$ cat config.mk
export PLATFORM = sky130hd
export DESIGN_NAME = captive_dns_responder_top
export DESIGN_NICKNAME = d
export VERILOG_FILES = /design/src/cdr_pkg.sv /design/src/captive_dns_responder_top.sv /design/src/cdr_step.sv
export SDC_FILE = /design/constraint.sdc
export NUM_CORES = 1
export LEC_CHECK = 0
export ABC_CLOCK_PERIOD_IN_PS = 3200
export BUFFER_PORTS_ARGS = -buffer_cell sky130_fd_sc_hd__buf_2
export CELL_PAD_IN_SITES_DETAIL_PLACEMENT = 0
export CELL_PAD_IN_SITES_GLOBAL_PLACEMENT = 1
export CORE_UTILIZATION = 30
export DETAILED_ROUTE_END_ITERATION = 7
export MAX_ROUTING_LAYER = met4
export PLACE_DENSITY = 0.66
export SLEW_MARGIN = 40
export SYNTH_ARGS = -nofsm -noshare
export SYNTH_HDL_FRONTEND = slang
export SYNTH_SLANG_ARGS = --single-unit
$ cat constraint.sdc
create_clock -name clk -period 3.2 [get_ports clk]
set_input_delay 0.64 -clock clk [delete_from_list [all_inputs] [get_ports clk]]
set_output_delay 0.64 -clock clk [all_outputs]
set_load 0.05 [all_outputs]
$ cat src/cdr_pkg.sv
package cdr_pkg;

    localparam int IDX_W = 10;
    localparam int ANS_CNT_W = 5;
    localparam logic [ANS_CNT_W-1:0] ANSWER_LEN = 5'd16;

    localparam logic [IDX_W-1:0] HDR_LEN = 10'd12;
    localparam logic [IDX_W-1:0] QTAIL_LEN = 10'd4;
    localparam logic [IDX_W-1:0] MIN_QEND = 10'd16;
    localparam logic [IDX_W-1:0] IDX_MAX = 10'd1023;

    localparam logic [7:0] FLAGS_HI = 8'h81;
    localparam logic [7:0] FLAGS_LO = 8'h80;
    localparam logic [7:0] PTR_HI = 8'hC0;
    localparam logic [7:0] PTR_LO = 8'h0C;
    localparam logic [7:0] TYPE_A = 8'h01;
    localparam logic [7:0] CLASS_IN = 8'h01;
    localparam logic [7:0] TTL_LO = 8'h3C;
    localparam logic [7:0] RDLEN_LO = 8'h04;

    typedef struct packed {
        logic [IDX_W-1:0] byte_index;
        logic [IDX_W-1:0] next_label_pos;
        logic [IDX_W-1:0] q_final_idx;
        logic             name_ended;
        logic             count_high_nonzero;
        logic             frame_done;
    } cdr_state_t;

    localparam cdr_state_t STATE_CLEAR = '{
        byte_index:         '0,
        next_label_pos:     HDR_LEN,
        q_final_idx:        '0,
        name_ended:         1'b0,
        count_high_nonzero: 1'b0,
        frame_done:         1'b0
    };

    typedef struct packed {
        logic       emit;
        logic [7:0] data;
        logic       last;
        logic       drop;
        logic       complete;
    } cdr_result_t;

    // answer record byte k of 1..16, following the passed-through question
    function automatic logic [7:0] answer_byte(input logic [ANS_CNT_W-1:0] k,
                                               input logic [31:0] addr);
        logic [7:0] b;
        begin
            case (k)
                5'd1:    b = PTR_HI;
                5'd2:    b = PTR_LO;
                5'd4:    b = TYPE_A;
                5'd6:    b = CLASS_IN;
                5'd10:   b = TTL_LO;
                5'd12:   b = RDLEN_LO;
                5'd13:   b = addr[31:24];
                5'd14:   b = addr[23:16];
                5'd15:   b = addr[15:8];
                5'd16:   b = addr[7:0];
                default: b = 8'h00;
            endcase
            return b;
        end
    endfunction

endpackage

$ cat src/captive_dns_responder_top.sv
// DNS A-record responder.
// s_* : request stream, one byte per beat, s_tlast on the final request byte.
// m_* : reply stream, one byte per beat; m_tlast closes the reply frame and
//       m_tuser set on that beat means the reply is to be discarded.
// cfg_* : answer address write, taken whenever cfg_valid is high.
// Each request byte is parsed in the cycle it is accepted and its reply byte
// sits in the output register on the next cycle. Bytes are taken
// one per cycle while the output register drains. The last question byte
// triggers a 17-beat burst (question byte plus 16-byte answer) from the
// output register, holding s_tready low only if that byte carried s_tlast.
// Later request bytes are swallowed without output and never stall.
// When m_tready is low the output register holds its beat and s_tready drops
// unless the frame is already finished.
// Reset clears the parser state, the output valid and the answer address
// (0.0.0.0); the first byte after reset starts a new request.
module captive_dns_responder_top #(
    parameter int MAX_PACKET = 512
) (
    input  logic        clk,
    input  logic        rst_n,
    input  logic        s_tvalid,
    output logic        s_tready,
    input  logic [7:0]  s_tdata,   // [7:0] request_byte
    input  logic        s_tlast,
    output logic        m_tvalid,
    input  logic        m_tready,
    output logic [7:0]  m_tdata,   // [7:0] response_byte
    output logic        m_tlast,
    output logic        m_tuser,   // [0] drop
    input  logic        cfg_valid,
    output logic        cfg_ready,
    input  logic [31:0] cfg_data
);
    import cdr_pkg::*;

    cdr_state_t  st_reg, st_next;
    cdr_result_t res;

    logic [31:0]          addr_reg;
    logic                 valid_reg, valid_next;
    logic                 burst_reg, burst_next;
    logic [ANS_CNT_W-1:0] cnt_reg, cnt_next;
    logic [7:0]           byte_reg, byte_next;
    logic                 last_reg, last_next;
    logic                 drop_reg, drop_next;

    logic advance;
    logic burst_more;
    logic slot_free;
    logic accept;

    cdr_step #(
        .MAX_PACKET(MAX_PACKET)
    ) u_step (
        .st           (st_reg),
        .request_byte (s_tdata),
        .request_last (s_tlast),
        .st_next      (st_next),
        .res          (res)
    );

    assign advance    = valid_reg && m_tready;
    assign burst_more = burst_reg && (cnt_reg != ANSWER_LEN);
    assign slot_free  = !valid_reg || (m_tready && !burst_more);
    assign s_tready   = st_reg.frame_done || slot_free;
    assign accept     = s_tvalid && s_tready;
    assign cfg_ready  = 1'b1;

    assign m_tvalid = valid_reg;
    assign m_tdata  = byte_reg;
    assign m_tlast  = last_reg;
    assign m_tuser  = drop_reg;

    always_comb
    begin
        valid_next = valid_reg;
        burst_next = burst_reg;
        cnt_next   = cnt_reg;
        byte_next  = byte_reg;
        last_next  = last_reg;
        drop_next  = drop_reg;
        if (accept && res.emit)
        begin
            valid_next = 1'b1;
            burst_next = res.complete;
            cnt_next   = '0;
            byte_next  = res.data;
            last_next  = res.last;
            drop_next  = res.drop;
        end
        else if (advance)
        begin
            if (burst_more)
            begin
                cnt_next  = cnt_reg + ANS_CNT_W'(1);
                byte_next = answer_byte(cnt_reg + ANS_CNT_W'(1), addr_reg);
                last_next = ((cnt_reg + ANS_CNT_W'(1)) == ANSWER_LEN);
                drop_next = 1'b0;
            end
            else
            begin
                valid_next = 1'b0;
                burst_next = 1'b0;
            end
        end
    end

    always_ff @(posedge clk or negedge rst_n)
    begin
        if (!rst_n)
        begin
            st_reg    <= STATE_CLEAR;
            addr_reg  <= '0;
            valid_reg <= 1'b0;
            burst_reg <= 1'b0;
            cnt_reg   <= '0;
        end
        else
        begin
            if (accept)
            begin
                st_reg <= st_next;
            end
            if (cfg_valid && cfg_ready)
            begin
                addr_reg <= cfg_data;
            end
            valid_reg <= valid_next;
            burst_reg <= burst_next;
            cnt_reg   <= cnt_next;
        end
    end

    always_ff @(posedge clk)
    begin
        byte_reg <= byte_next;
        last_reg <= last_next;
        drop_reg <= drop_next;
    end

    a_cnt_range: assert property (@(posedge clk) disable iff (!rst_n)
        cnt_reg <= ANSWER_LEN)
        else $error("answer counter out of range");

    a_drop_final: assert property (@(posedge clk) disable iff (!rst_n)
        (m_tvalid && m_tuser) |-> (m_tlast && !burst_reg))
        else $error("drop beat not final or inside answer burst");

    a_burst_cont: assert property (@(posedge clk) disable iff (!rst_n)
        (advance && burst_more) |=> (m_tvalid && !$stable(cnt_reg)))
        else $error("answer burst broken");

    a_no_take_in_burst: assert property (@(posedge clk) disable iff (!rst_n)
        (valid_reg && burst_more && !st_reg.frame_done) |-> !s_tready)
        else $error("request taken during answer burst");

endmodule

$ cat src/cdr_step.sv
module cdr_step #(
    parameter int MAX_PACKET = 512
) (
    input  cdr_pkg::cdr_state_t  st,
    input  logic [7:0]           request_byte,
    input  logic                 request_last,
    output cdr_pkg::cdr_state_t  st_next,
    output cdr_pkg::cdr_result_t res
);
    import cdr_pkg::*;

    localparam logic [IDX_W-1:0] LIMIT = IDX_W'(MAX_PACKET - 17);

    logic [IDX_W-1:0] i;
    logic [7:0]       ob;
    logic             fail;
    logic             complete;
    logic [IDX_W:0]   np;

    assign i  = st.byte_index;
    assign np = {1'b0, i} + {3'b000, request_byte} + (IDX_W+1)'(1);

    always_comb
    begin
        st_next  = st;
        res      = '0;
        ob       = request_byte;
        fail     = 1'b0;
        complete = 1'b0;
        if (st.frame_done)
        begin
            if (request_last)
            begin
                st_next = STATE_CLEAR;
            end
        end
        else
        begin
            case (i)
                10'd2:  ob = FLAGS_HI;
                10'd3:  ob = FLAGS_LO;
                10'd4:
                begin
                    ob = 8'h00;
                    st_next.count_high_nonzero = (request_byte != 8'h00);
                end
                10'd5:
                begin
                    ob = 8'h01;
                    if (!st.count_high_nonzero && request_byte == 8'h00)
                    begin
                        fail = 1'b1;
                    end
                end
                10'd6:  ob = 8'h00;
                10'd7:  ob = 8'h01;
                10'd8, 10'd9, 10'd10, 10'd11: ob = 8'h00;
                default: ob = request_byte;
            endcase

            // label walk over the first question name
            if (i >= HDR_LEN && !st.name_ended && i == st.next_label_pos)
            begin
                if (request_byte == 8'h00)
                begin
                    st_next.name_ended  = 1'b1;
                    st_next.q_final_idx = i + QTAIL_LEN;
                end
                else if (np[IDX_W])
                begin
                    st_next.next_label_pos = IDX_MAX;
                end
                else
                begin
                    st_next.next_label_pos = np[IDX_W-1:0];
                end
            end

            complete = st.name_ended && (i == st.q_final_idx) && (i >= MIN_QEND);

            if (!fail && !complete && (request_last || i >= LIMIT))
            begin
                fail = 1'b1;
            end

            res.emit = 1'b1;
            if (fail)
            begin
                res.last = 1'b1;
                res.drop = 1'b1;
            end
            else
            begin
                res.data     = ob;
                res.complete = complete;
            end

            if (fail || complete)
            begin
                if (request_last)
                begin
                    st_next = STATE_CLEAR;
                end
                else
                begin
                    st_next.frame_done = 1'b1;
                end
            end
            else
            begin
                st_next.byte_index = i + IDX_W'(1);
            end
        end
    end

endmodule
==> impl_metrics.tcl <==
set metrics [dict create \
    status "finished clean" \
    grt_max_degree 41 \
    place_hpwl_mm 9.45 \
    grt-ovfl-total 0 \
    routed_via_density 5.03 \
    postCtsSetupBuffers 0 \
    clock.fmax_mhz 346 \
    clock_path_buffers 2 \
    clock-sinks 82 \
    syn-cell-area_um2 4870 \
    path_buf_inv 2 \
    grt.total_usage_pct 16.3 \
    die-width_um 129 \
    multiInputGateArea_um2 2570 \
    cts.reportedPaths.clkPinSlew_ns 0.07 \
    drtAntennaViolNets 0 \
    synthMostInstantiatedCell "dfrtp_1" \
    async_flop_share_pct 87.8 \
    syn_nets 567 \
    final_hold_viol_count 0 \
    pin_count 59 \
    synth.distinct_cells 63 \
    syn_area_per_cell_um2 9.77 \
    hold_buffers 0 \
    ir_worst_vdd_uv 297 \
    route.vias.total 3859 \
    skew_ns 0.00899 \
    top_layer "met4" \
    whs_ns 0.232 \
    yosys_warnings 0 \
    drv_slew 0 \
    crit_chain "inv_1 > ha_1 > and4bb_1 > o21ai_2 > nand3b_1 > buf_2" \
    grt_pass1_vias 3849 \
    met2WireLength_mm 6.17 \
    synth_edf_count 10 \
    start_util_pct 30.7 \
    nets 614 \
    die_h_um 129 \
    synth_ff_type "dfrtp_1" \
    synth_top_area_cell "dfrtp_1" \
    synth-seq-cells 82 \
    fin_crit_sh_pct 90.3 \
    path_delay_family "simple AND/OR/NAND/NOR gates" \
    coreArea_um2 15900 \
    max_stage_delay_ns 0.45 \
    synth_top_area_share_pct 35.9 \
    seq_area_um2 2100 \
    post_drt_wl_per_cell_um 16.5 \
    synth_cells 499 \
    numCtsBuffers 9 \
    worst-path-max-fanout 11 \
    die_area_um2 16800 \
    arrival_ns 2.25 \
    ys_top_cells_by_area "dfrtp_1 (36%), mux2_2 (7.4%), edfxtp_1 (6.2%), ha_1 (5.4%), xor2_1 (4.5%)" \
    num_rows 46 \
    clk_latency_ns 0.34 \
    grt_pass1_wl_mm 20.3 \
    yosysSeqAreaShare_pct 43.2 \
    grt_antenna_before_repair 0 \
    startpoint_type "flop" \
    drive_above_1_share_pct 22.3 \
    required_ns 2.56 \
    grt_setup_unrepaired "false" \
    leakage_uw 0.00254 \
    path_class "flop to primary output" \
    wl_met1_mm 5.76 \
    tns_ns 0 \
    htreeDepth 3 \
    num_antenna_cells 0 \
    maxCapViolations 0 \
    timing.final.crit_period_ns 2.89 \
    slowest_stage "ha_1" \
    clockRootBuffer "clkbuf_16" \
    largest_reg_flops 33 \
    cts.repair.resized 0 \
    area_delta_synth_final_pct 16.1 \
    route.met3.wl_um 515 \
    totalWireLength_mm 12.6 \
    port_buffers 57 \
    drt_iter0_markers 255 \
    endpoint_kind "primary output" \
    fillers 1623 \
    routabilityCongestion 0.866 \
    first_pass_iters 4 \
    hp-class "input port to asynchronous set/reset pin" \
    relSlewSlack_pct 47.0 \
    powerDensity_nw_per_um2 635 \
    drc 0 \
    synthTopCellsByCount "dfrtp_1 (70), nor2_1 (38), nand2_1 (35)" \
    cts_tree "built" \
    worst_pin_slew_ns 0.792 \
    setup_violations 0 \
]
-- worst paths after layout --
kind,slack (ns),endpoint,start,cells after the start
min in group clk,0.47,st_reg[16]$_DFFE_PN1P_,st_reg[16]$_DFFE_PN1P_,2
worst min register to register,0.47,st_reg[16]$_DFFE_PN1P_,st_reg[16]$_DFFE_PN1P_,2
worst max register to register,0.38,st_reg[16]$_DFFE_PN1P_,cnt_reg[0]$_DFFE_PN0P_,9
worst max-delay path,0.31,s_tready,cnt_reg[0]$_DFFE_PN0P_,6
max in group asynchronous,2.33,st_reg[15]$_DFFE_PN1P_,rst_n,2
worst min-delay path,0.23,addr_reg[23]$_DFFE_PN0P_,rst_n,1
-- metrics by stage --
step	total power, µW	util (%)	instances	setup WS [ns]	cell area (µm²)
global placement	2610	33.8	751	0.346	5380
detailed placement	2620	33.8	751	0.356	5380
CTS	3630	35.6	767	0.280	5660
floorplan	2240	-	499	0.659	4870
finish	3600	35.6	767	0.311	5660
global route	3810	35.6	767	0.129	5660
-- cells by family after synthesis --
logic type               synth area share (%)
AO/OA/AOI/OAI                            17.6
other                                  0.0769
XOR/XNOR                                 6.65
buffers and inverters                    4.08
adder cells (fa/ha/maj)                  5.80
flip-flops                               43.2
multiplexers                             8.01
AND/OR/NAND/NOR                          14.6
-- area by class of cell --
| type | count | share of cell area (%) |
|---|---|---|
| clock buffer | 9 | 3.98 |
| timing repair buffer | 64 | 6.23 |
| multi-input combinational | 368 | 45.4 |
| tap | 216 | 4.77 |
| inverter | 21 | 1.39 |
| sequential | 82 | 37.2 |
| clock inverter | 7 | 1.04 |
-- where the power goes --
part / internal [µW] / switching [µW]
clock network: 539 / 458
registers: 1220 / 129
logic: 413 / 833
total: 2180 / 1420
-- per-layer routing --
layer / track usage, % / vias up
met4: 4.79 / 0
li1: - / 1888
met1: 20.1 / 1856
met2: 26.9 / 95
met5: - / -
met3: 3.26 / 20
-- cell usage in the layout (no fill, tap or decap), drive strengths merged, types with 4 or more instances in the layout --
cell / instances
a21boi: 6
a21o: 6
a21oi: 26
a22oi: 7
a311oi: 4
a31oi: 5
and2: 5
and3: 6
buf: 64
clkbuf: 9
dfrtp: 70
edfxtp: 10
ha: 21
inv: 25
mux2: 32
nand2: 35
nand2b: 6
nand3: 22
nor2: 38
nor2b: 5
nor3: 5
nor4: 5
o21a: 5
o21ai: 38
o22ai: 5
o2bb2ai: 6
o31ai: 4
xnor2: 12
xor2: 25
No activity file was read; power rests on OpenSTA's default activity.
